`src/design/assert_macros.svh`:
```
// Assertion helpers, clocked on clk and disabled while rst_n is low.
`ifndef ASSERT_MACROS_SVH
`define ASSERT_MACROS_SVH

// Immediate implication: cons must hold in the same cycle as ante.
`define MSPI_CHECK(lbl, ante, cons) \
  lbl: assert property (@(posedge clk) disable iff (!rst_n) (ante) |-> (cons)) \
    else $error("mspi check failed");

// Next-cycle implication: cons must hold in the cycle after ante.
`define MSPI_CHECK_NEXT(lbl, ante, cons) \
  lbl: assert property (@(posedge clk) disable iff (!rst_n) (ante) |=> (cons)) \
    else $error("mspi next-cycle check failed");

`endif

```
`src/design/mspi_pkg.sv`:
```
`default_nettype none
package mspi_pkg;

  localparam int POS_W  = 13;
  localparam int SLOT_W = 5;
  localparam int DUR_W  = 16;
  localparam int FL_W   = 10;
  localparam int CNT_W  = 6;
  localparam int FRM_W  = 17;
  localparam int CMD_W  = 2;
  localparam int ADDR_W = 3;
  localparam int DATA_W = 32;

  localparam logic [CMD_W-1:0] CMD_LOAD_TARGET  = 2'd0;
  localparam logic [CMD_W-1:0] CMD_LOAD_CURRENT = 2'd1;
  localparam logic [CMD_W-1:0] CMD_START        = 2'd2;
  localparam logic [CMD_W-1:0] CMD_TICK         = 2'd3;

  localparam logic REG_FRAME_LEN   = 1'b0;
  localparam logic REG_SERVO_COUNT = 1'b1;

  localparam logic [FL_W-1:0]  FRAME_LEN_RESET   = 10'd33;
  localparam logic [CNT_W-1:0] SERVO_COUNT_RESET = 6'd32;
  localparam int               SLOT_LIMIT        = 32;
  localparam int               HOME_POS          = 512;

endpackage
`default_nettype wire

```
`src/design/multi_servo_pose_interpolator_core.sv`:
```
// Channel  | Direction | Beat contents                                       | Handshake
// in_      | input     | command, slot, position, duration_ms                | in_valid / in_stall
// out_     | output    | slot, position, last, move_done                     | out_valid / out_stall
// APB      | slave     | reg 0 frame_length_ms @0x0, reg 1 servo_count @0x4  | psel / penable
//
// One beat at a time. Load writes one entry. Start divides the duration for the frame count,
// then each slot's gap by that count, with the one-bit-a-cycle restoring divider (DW is the
// wider of 16 and the pose width). Tick updates, then reports, each slot in use, read from
// the pose memory through its registered read port; reporting waits on any output stall.
// After reset a clearing pass writes every memory entry, with in_stall high.
// An output beat waits in a register; the report pass holds while that register is full and out_stall is high.
`default_nettype none
module multi_servo_pose_interpolator_core
  import mspi_pkg::*;
#(
  parameter int MAX_SERVOS    = 32,
  parameter int FRACTION_BITS = 3
) (
  input  wire                     clk,
  input  wire                     rst_n,
  input  wire                     in_valid,
  output logic                    in_stall,
  input  wire  [CMD_W-1:0]        in_command,
  input  wire  [SLOT_W-1:0]       in_slot,
  input  wire  [POS_W-1:0]        in_position,
  input  wire  [DUR_W-1:0]        in_duration_ms,
  output logic                    out_valid,
  input  wire                     out_stall,
  output logic [SLOT_W-1:0]       out_slot,
  output logic [POS_W-1:0]        out_position,
  output logic                    out_last,
  output logic                    out_move_done,
  input  wire                     psel,
  input  wire                     penable,
  input  wire                     pwrite,
  input  wire  [ADDR_W-1:0]       paddr,
  input  wire  [DATA_W-1:0]       pwdata,
  output logic [DATA_W-1:0]       prdata,
  output logic                    pready
);

  localparam int PW    = POS_W + FRACTION_BITS;
  localparam int SW    = PW + 1;
  localparam int AW    = (MAX_SERVOS > 1) ? $clog2(MAX_SERVOS) : 1;
  localparam int DW    = (PW > DUR_W) ? PW : DUR_W;
  localparam int DCW   = $clog2(DW + 1);
  localparam int LIM   = (MAX_SERVOS < SLOT_LIMIT) ? MAX_SERVOS : SLOT_LIMIT;

  localparam logic [3:0] S_CLR   = 4'd0;
  localparam logic [3:0] S_IDLE  = 4'd1;
  localparam logic [3:0] S_LD    = 4'd2;
  localparam logic [3:0] S_FDIV  = 4'd3;
  localparam logic [3:0] S_SRD   = 4'd4;
  localparam logic [3:0] S_SLD   = 4'd5;
  localparam logic [3:0] S_SDIV  = 4'd6;
  localparam logic [3:0] S_TRD   = 4'd7;
  localparam logic [3:0] S_TUP   = 4'd8;
  localparam logic [3:0] S_ERD   = 4'd9;
  localparam logic [3:0] S_ELD   = 4'd10;

  typedef struct packed {
    logic [PW-1:0] cur;
    logic [PW-1:0] tgt;
    logic [SW-1:0] step;
  } word_t;

  word_t mem [MAX_SERVOS];
  word_t rd_q;
  word_t wr_data;
  logic [AW-1:0] rd_addr, wr_addr;
  logic          mem_we;

  logic [3:0]        state_r, state_nxt;
  logic [CNT_W-1:0]  idx_r, idx_nxt;
  logic [AW-1:0]     clr_r, clr_nxt;
  logic              moving_r, moving_nxt;
  logic              alld_r, alld_nxt;
  logic              done_r, done_nxt;
  logic [CMD_W-1:0]  cmd_r, cmd_nxt;
  logic [SLOT_W-1:0] slot_r, slot_nxt;
  logic [POS_W-1:0]  pos_r, pos_nxt;
  logic [FRM_W-1:0]  frames_r, frames_nxt;
  logic [DW-1:0]     dvd_r, dvd_nxt;
  logic [FRM_W-1:0]  dvs_r, dvs_nxt;
  logic [FRM_W-1:0]  rem_r, rem_nxt;
  logic [DCW-1:0]    cnt_r, cnt_nxt;
  logic              out_valid_r, out_valid_nxt;
  logic [SLOT_W-1:0] out_slot_r, out_slot_nxt;
  logic [POS_W-1:0]  out_pos_r, out_pos_nxt;
  logic              out_last_r, out_last_nxt;
  logic              out_done_r, out_done_nxt;
  logic [FL_W-1:0]   fl_r;
  logic [CNT_W-1:0]  sc_r;

  logic [CNT_W-1:0]  n_eff;
  logic [FL_W-1:0]   fl_eff;
  logic              in_acc, out_free, idx_last, slot_ok;
  logic              up, near, same, slot_done;
  logic [PW-1:0]     gap, c_new;
  logic [FRM_W:0]    rem_sh, rem_dif;
  logic              ge;
  logic [PW-1:0]     pose_in;

  assign n_eff  = (sc_r > CNT_W'(LIM)) ? CNT_W'(LIM) : sc_r;
  assign fl_eff = (fl_r == '0) ? FL_W'(1) : fl_r;
  assign in_stall = (state_r != S_IDLE);
  assign in_acc   = in_valid && !in_stall;
  assign out_free = !out_valid_r || !out_stall;
  assign idx_last = (idx_r + CNT_W'(1)) == n_eff;
  assign slot_ok  = {1'b0, in_slot} < n_eff;
  assign pose_in  = PW'(pos_r) << FRACTION_BITS;

  assign same      = rd_q.cur == rd_q.tgt;
  assign up        = rd_q.tgt > rd_q.cur;
  assign gap       = up ? (rd_q.tgt - rd_q.cur) : (rd_q.cur - rd_q.tgt);
  assign near      = {1'b0, gap} < rd_q.step;
  assign slot_done = same || near;
  assign c_new     = same ? rd_q.cur :
                     near ? rd_q.tgt :
                     up   ? (rd_q.cur + rd_q.step[PW-1:0]) : (rd_q.cur - rd_q.step[PW-1:0]);

  assign rem_sh  = {rem_r, dvd_r[DW-1]};
  assign rem_dif = rem_sh - {1'b0, dvs_r};
  assign ge      = rem_sh >= {1'b0, dvs_r};

  assign rd_addr = (state_r == S_IDLE) ? AW'(in_slot) : AW'(idx_r);

  always_comb begin
    state_nxt     = state_r;
    idx_nxt       = idx_r;
    clr_nxt       = clr_r;
    moving_nxt    = moving_r;
    alld_nxt      = alld_r;
    done_nxt      = done_r;
    cmd_nxt       = cmd_r;
    slot_nxt      = slot_r;
    pos_nxt       = pos_r;
    frames_nxt    = frames_r;
    dvd_nxt       = dvd_r;
    dvs_nxt       = dvs_r;
    rem_nxt       = rem_r;
    cnt_nxt       = cnt_r;
    out_valid_nxt = out_valid_r && out_stall;
    out_slot_nxt  = out_slot_r;
    out_pos_nxt   = out_pos_r;
    out_last_nxt  = out_last_r;
    out_done_nxt  = out_done_r;
    mem_we        = 1'b0;
    wr_addr       = AW'(idx_r);
    wr_data       = rd_q;

    if ((state_r == S_FDIV || state_r == S_SDIV) && cnt_r != '0) begin
      dvd_nxt = {dvd_r[DW-2:0], ge};
      rem_nxt = ge ? rem_dif[FRM_W-1:0] : rem_sh[FRM_W-1:0];
      cnt_nxt = cnt_r - DCW'(1);
    end

    unique case (state_r)
      S_CLR: begin
        mem_we   = 1'b1;
        wr_addr  = clr_r;
        wr_data.cur  = PW'(HOME_POS) << FRACTION_BITS;
        wr_data.tgt  = PW'(HOME_POS) << FRACTION_BITS;
        wr_data.step = '0;
        if (clr_r == AW'(MAX_SERVOS - 1)) begin
          state_nxt = S_IDLE;
        end else begin
          clr_nxt = clr_r + AW'(1);
        end
      end
      S_IDLE: begin
        if (in_acc) begin
          cmd_nxt  = in_command;
          slot_nxt = in_slot;
          pos_nxt  = in_position;
          idx_nxt  = '0;
          unique case (in_command) inside
            CMD_LOAD_TARGET, CMD_LOAD_CURRENT: begin
              if (slot_ok) state_nxt = S_LD;
            end
            CMD_START: begin
              dvd_nxt   = DW'(in_duration_ms);
              dvs_nxt   = FRM_W'(fl_eff);
              rem_nxt   = '0;
              cnt_nxt   = DCW'(DW);
              state_nxt = S_FDIV;
            end
            CMD_TICK: begin
              if (moving_r) begin
                if (n_eff == '0) begin
                  moving_nxt = 1'b0;
                end else begin
                  alld_nxt  = 1'b1;
                  state_nxt = S_TRD;
                end
              end
            end
            default: state_nxt = S_IDLE;
          endcase
        end
      end
      S_LD: begin
        mem_we  = 1'b1;
        wr_addr = AW'(slot_r);
        if (cmd_r == CMD_LOAD_TARGET) wr_data.tgt = pose_in;
        else wr_data.cur = pose_in;
        state_nxt = S_IDLE;
      end
      S_FDIV: begin
        if (cnt_r == '0) begin
          frames_nxt = FRM_W'(dvd_r[DUR_W-1:0]) + FRM_W'(1);
          if (n_eff == '0) begin
            moving_nxt = 1'b1;
            state_nxt  = S_IDLE;
          end else begin
            state_nxt = S_SRD;
          end
        end
      end
      S_SRD: state_nxt = S_SLD;
      S_SLD: begin
        dvd_nxt   = DW'(gap);
        dvs_nxt   = frames_r;
        rem_nxt   = '0;
        cnt_nxt   = DCW'(DW);
        state_nxt = S_SDIV;
      end
      S_SDIV: begin
        if (cnt_r == '0) begin
          mem_we       = 1'b1;
          wr_data.step = SW'(dvd_r[PW-1:0]) + SW'(1);
          if (idx_last) begin
            moving_nxt = 1'b1;
            state_nxt  = S_IDLE;
          end else begin
            idx_nxt   = idx_r + CNT_W'(1);
            state_nxt = S_SRD;
          end
        end
      end
      S_TRD: state_nxt = S_TUP;
      S_TUP: begin
        mem_we      = 1'b1;
        wr_data.cur = c_new;
        alld_nxt    = alld_r && slot_done;
        if (idx_last) begin
          moving_nxt = !(alld_r && slot_done);
          done_nxt   = alld_r && slot_done;
          idx_nxt    = '0;
          state_nxt  = S_ERD;
        end else begin
          idx_nxt   = idx_r + CNT_W'(1);
          state_nxt = S_TRD;
        end
      end
      S_ERD: state_nxt = S_ELD;
      S_ELD: begin
        if (out_free) begin
          out_valid_nxt = 1'b1;
          out_slot_nxt  = idx_r[SLOT_W-1:0];
          out_pos_nxt   = rd_q.cur[PW-1 -: POS_W];
          out_last_nxt  = idx_last;
          out_done_nxt  = done_r;
          if (idx_last) begin
            state_nxt = S_IDLE;
          end else begin
            idx_nxt   = idx_r + CNT_W'(1);
            state_nxt = S_ERD;
          end
        end
      end
      default: state_nxt = S_IDLE;
    endcase
  end

  always_ff @(posedge clk) begin
    if (!rst_n) begin
      state_r     <= S_CLR;
      idx_r       <= '0;
      clr_r       <= '0;
      moving_r    <= 1'b0;
      alld_r      <= 1'b0;
      done_r      <= 1'b0;
      cnt_r       <= '0;
      out_valid_r <= 1'b0;
      fl_r        <= FRAME_LEN_RESET;
      sc_r        <= SERVO_COUNT_RESET;
    end else begin
      state_r     <= state_nxt;
      idx_r       <= idx_nxt;
      clr_r       <= clr_nxt;
      moving_r    <= moving_nxt;
      alld_r      <= alld_nxt;
      done_r      <= done_nxt;
      cnt_r       <= cnt_nxt;
      out_valid_r <= out_valid_nxt;
      if (psel && penable && pwrite) begin
        if (paddr[2] == REG_FRAME_LEN) fl_r <= pwdata[FL_W-1:0];
        else sc_r <= pwdata[CNT_W-1:0];
      end
    end
  end

  always_ff @(posedge clk) begin
    cmd_r      <= cmd_nxt;
    slot_r     <= slot_nxt;
    pos_r      <= pos_nxt;
    frames_r   <= frames_nxt;
    dvd_r      <= dvd_nxt;
    dvs_r      <= dvs_nxt;
    rem_r      <= rem_nxt;
    out_slot_r <= out_slot_nxt;
    out_pos_r  <= out_pos_nxt;
    out_last_r <= out_last_nxt;
    out_done_r <= out_done_nxt;
  end

  always_ff @(posedge clk) begin
    if (mem_we) mem[wr_addr] <= wr_data;
    rd_q <= mem[rd_addr];
  end

  always_comb begin
    if (paddr[2] == REG_FRAME_LEN) prdata = DATA_W'(fl_r);
    else prdata = DATA_W'(sc_r);
  end

  assign pready        = 1'b1;
  assign out_valid     = out_valid_r;
  assign out_slot      = out_slot_r;
  assign out_position  = out_pos_r;
  assign out_last      = out_last_r;
  assign out_move_done = out_done_r;

`include "assert_macros.svh"

  `MSPI_CHECK(a_out_from_report, $rose(out_valid_r), $past(state_r == S_ELD))
  `MSPI_CHECK(a_move_from_start, $rose(moving_r),
              $past(state_r == S_SDIV) || $past(state_r == S_FDIV))
  `MSPI_CHECK(a_idx_in_range, state_r == S_TUP || state_r == S_ELD || state_r == S_SDIV,
              idx_r < n_eff)
  `MSPI_CHECK_NEXT(a_tick_idle, in_acc && in_command == CMD_TICK && !moving_r,
                   state_r == S_IDLE)

endmodule
`default_nettype wire

```
`config.mk`:
```
export PLATFORM = sky130hd
export DESIGN_NAME = multi_servo_pose_interpolator_core
export DESIGN_NICKNAME = d
export VERILOG_FILES = /design/src/design/mspi_pkg.sv /design/src/design/multi_servo_pose_interpolator_core.sv
export VERILOG_INCLUDE_DIRS = /design/src /design/src/design
export SDC_FILE = /design/constraint.sdc
export NUM_CORES = 2
export LEC_CHECK = 0
export BUFFER_PORTS_ARGS = -buffer_cell sky130_fd_sc_hd__buf_4
export CAP_MARGIN = 10
export CORE_AREA = 2 2 295 413
export DETAILED_ROUTE_END_ITERATION = 10
export DIE_AREA = 0 0 297 415
export GPL_TIMING_DRIVEN = 0
export PLACE_DENSITY = 0.77
export SYNTH_ARGS = -nofsm -noshare
export SYNTH_HDL_FRONTEND = slang
export SYNTH_SLANG_ARGS = --single-unit
```
`constraint.sdc`:
```
create_clock -name clk -period 10.9 [get_ports clk]
set_clock_uncertainty 0.1 [all_clocks]
set_input_delay 0.545 -clock clk [delete_from_list [all_inputs] [get_ports clk]]
set_output_delay 0.545 -clock clk [all_outputs]
set_load 0.02 [all_outputs]
```
==> results by group <==
Cells and area
  – Commonest non-fill, non-tap cells in the layout: 1642 x edfxtp_1, 611 x nand2_1, 392 x mux4_2
  – Multi-input gate area: ~0.020 mm^2
  – Commonest non-fill, non-tap cell in the layout: edfxtp_1
  – FF/Latch Area: 0.0517 mm^2
  – Filler cells: 7110
  – Layout Nets: between 4k and 5k
  – Finished Cell Area: around 0.083 mm^2
  – Finished Layout Cells: ~6.5k
  – Syn-to-layout area delta: 14.9%
  – Fraction of layout cells with a size suffix above 1: 0.203

Global routing
  – First-pass GRT wire length: between 200000 and 300000 um
  – Global route overflow: 0
  – Initial antenna violation count: 11
  – Largest net degree at the start of global routing: 33
  – Total GRT Usage: 0.334
  – Number of global-route vias before repair: about 44k

CTS
  – Clock transition at path regs: roughly 0.070 ns
  – Clk buf depth: 3
  – H-tree levels: 4
  – Cts bufs inserted: 157
  – Skew-Pair Late Insertion Delay: approximately 0.83 ns
  – Clock root cell: clkbuf_16
  – Clock sink total: around 1.8k
  – CTS tree: yes
  – Post-CTS setup buffer count: 0
  – Post-cts resize count: 0

Logic synthesis
  – Synth Area in Compound Gates: 0.0395
  – Largest family of logic cells by synthesized area: multiplexers
  – Syn Inst Count: roughly 4.3k
  – Synth cell types: 84
  – Post-synth EDFFs: 1642
  – Sequential area share after synthesis: 0.714
  – Synth Area in XOR/XNOR: 0.00907
  – Mapped cell area: 0.0725 mm^2
  – Synth Warn #: 0
  – Predominant post-synthesis flop cell: edfxtp_1
  – Post-synthesis adder-cell area fraction: 0.0163
  – Syn avg cell area: about 17 um^2
  – Post-Synth Simple-Gate Area: 0.0714
  – FFs w/ async S/R, synth: 0
  – Synth Register Bits: about 1.8k
  – Post-synthesis mux area share: 0.128

Floorplanning
  – Starting Density: 0.607
  – Vert. Die Dim: 415 um
  – IO Pins: roughly 130
  – Core area: 0.119 mm^2
  – Die width: 297 um
  – Site row count: 150
  – Die area: 0.123 mm^2

Worst hold path
  – HP Class: in -> reg

Worst setup path
  – Critical-path maximum fanout: 32
  – CP Cell Sequence: inv_1, ha_1, buf_2, and4_4, and2_1, o221ai_2, a21oi_4, buf_4, clkbuf_1, o21ai_0, xnor2_1, ha_1, a21o_1, a211oi_1, or2_2, a41o_1, clkbuf_1, nand2_1, o211ai_1, nand2_1
  – Slowest stage delay, CP: a little over 0.8 ns
  – Crit. End Element: register
  – R2R depth: 20
  – Worst Setup Path Type: reg -> reg
  – Startpoint Class: register
  – Worst r2r src: rd_q[48]
  – Required @ worst endpoint: between 10 and 15 ns
  – R2r setup slk: a little under 4 ns
  – FF-to-FF End: mem[22][40]
  – Critical Path Start: rd_q[48]
  – CP arrival: a little over 7 ns
  – Slowest-stage cell, CP: nand2_1
  – Worst setup endpoint: mem[22][40]

Placed design
  – Dpl cells: roughly 6.1k
  – DP HPWL: 135000 um
  – Buffers added on ports: 84
  – Gpl congestion: roughly 0.95
  – Placed inst area: 0.0773 mm^2

Route
  – Post-DR wirelength/cell: roughly 32 um
  – Vias per cell: 6.74
  – WL final: 211000 um
  – Total number of vias: approximately 44k
  – Top sig layer: met5
  – Met3 Routed Length: about 24000 um
  – Met2 routed wirelength: roughly 100000 um
  – Met1 Wirelength: roughly 66000 um
  – Post-route DRC: 0
  – Antenna-violating nets left: 0
  – Pre-antenna DRT Iters: 6
  – DRT iter0 DRCs: around 6.3k

STA
  – Worst-margin pin slew: 1.43 ns
  – Hold Violations, Final: 0
  – RSZ-0062 raised after global routing: false
  – Count of final setup violators: 0
  – Crit path time final: ~7 ns
  – Final setup TNS: 0 ns
  – Final max-slew violation count: 0
  – WHS: roughly 0.075 ns
  – Headroom to the max-slew limit: 0.0486
  – Period utilization: 0.641
  – Maximum clock rate: approximately 0.14 GHz

Flow run
  – Total of max-cap violations: 0

Power
  – Pwr/cell area: 272 mW/mm^2
  – Static Leak: roughly 0.029 uW
  – Maximum VDD drop: roughly 170 uV
  – Overall Power: between 20000 and 25000 uW

Run status
  – Status: complete, no violations
==> per-layer routing <==
metal,GRT usage,vias up
li1,-,17700
met1,0.392,21700
met2,0.557,3388
met3,0.0752,875
met4,0.216,6
met5,0,-
==> report_power, final <==
part           leakage [uW]  internal, uW  switching [uW]
registers            0.0161          8900             482
logic                0.0102          2700            4940
clock network       0.00247          3020            2570
==> critical path: cells and delay by family (launching register included) <==
family,cells,cell delay [ns]
xor+xnor,1,0.42
fa+ha+maj,2,0.62
simple gates,5,1.56
flops,1,0.61
buf+inv,5,1.45
compound gates,7,1.64
==> synthesized netlist by cell type (23+ instances only) <==
master	count	area (um^2)
nand3_1	280	1400
buf_2	26	130
o21ai_0	80	400
mux2i_1	32	320
buf_4	56	420
a21o_1	25	188
inv_1	97	364
a21oi_1	111	556
clkbuf_1	122	458
dfxtp_1	122	2440
nand2_1	611	2290
mux4_2	392	8830
nor2_1	118	443
nor2b_1	32	200
edfxtp_1	1642	49300
ha_1	88	1100
xnor2_1	58	508
nor3_1	27	135
a21boi_0	23	173
a22o_1	30	263
o21ai_1	49	245
buf_1	40	150
==> what timing repair did <==
action | 4_1_cts | 5_1_grt
endpoints found under the setup margin | 0 | 0
hold endpoints to repair | 57 | 0
hold buffers | 46 | 0
==> registers in the layout, summed over array words and instances (netlist names), 6 cells and up <==
| signal | cells |
|---|---|
| dvd_r | 16 |
| dvs_r | 17 |
| fl_r | 10 |
| frames_r | 17 |
| idx_r | 6 |
| mem | 1568 |
| out_position | 13 |
| pos_r | 13 |
| rd_q | 49 |
| rem_r | 17 |
| sc_r | 6 |
==> how the worst min path moves through the flow <==
| stage | to | slack (ns) | cells past startpoint | start |
|---|---|---|---|---|
| floorplan | out_move_done | 0.30 | 0 | done_r |
| global placement | out_slot[3] | 0.31 | 0 | idx_r[3] |
| detailed placement | out_slot[3] | 0.32 | 0 | idx_r[3] |
| CTS | fl_r[0] | 0.03 | 2 | rst_n |
| global route | fl_r[0] | 0.09 | 2 | rst_n |
| finish | fl_r[0] | 0.08 | 2 | rst_n |
==> area by class of cell <==
| type | instances | share of cell area |
|---|---|---|
| diodes | 17 | 0.000511 |
| plain buffers | 246 | 0.0141 |
| clock buffers | 208 | 0.0504 |
| clock inverters | 82 | 0.0107 |
| inverters | 99 | 0.00446 |
| multi-input cells | 2234 | 0.236 |
| flip-flops and latches | 1764 | 0.621 |
| well taps | 1596 | 0.0240 |
| repair buffers | 236 | 0.0388 |
==> cells by family after synthesis <==
group | Yosys count
flops | 1764
simple gates | 1168
compound gates | 440
mux | 436
buf+inv | 345
fa+ha+maj | 92
xor+xnor | 75
other cells | 2
==> per-stage QoR <==
stage,setup WS (ns),utilization
global placement,1.93,0.630
finish,3.91,0.698
global route,3.77,0.697
CTS,4.18,0.694
detailed placement,4.23,0.647
floorplan,4.96,-
Note: power is estimated with default switching activity, not from simulation.
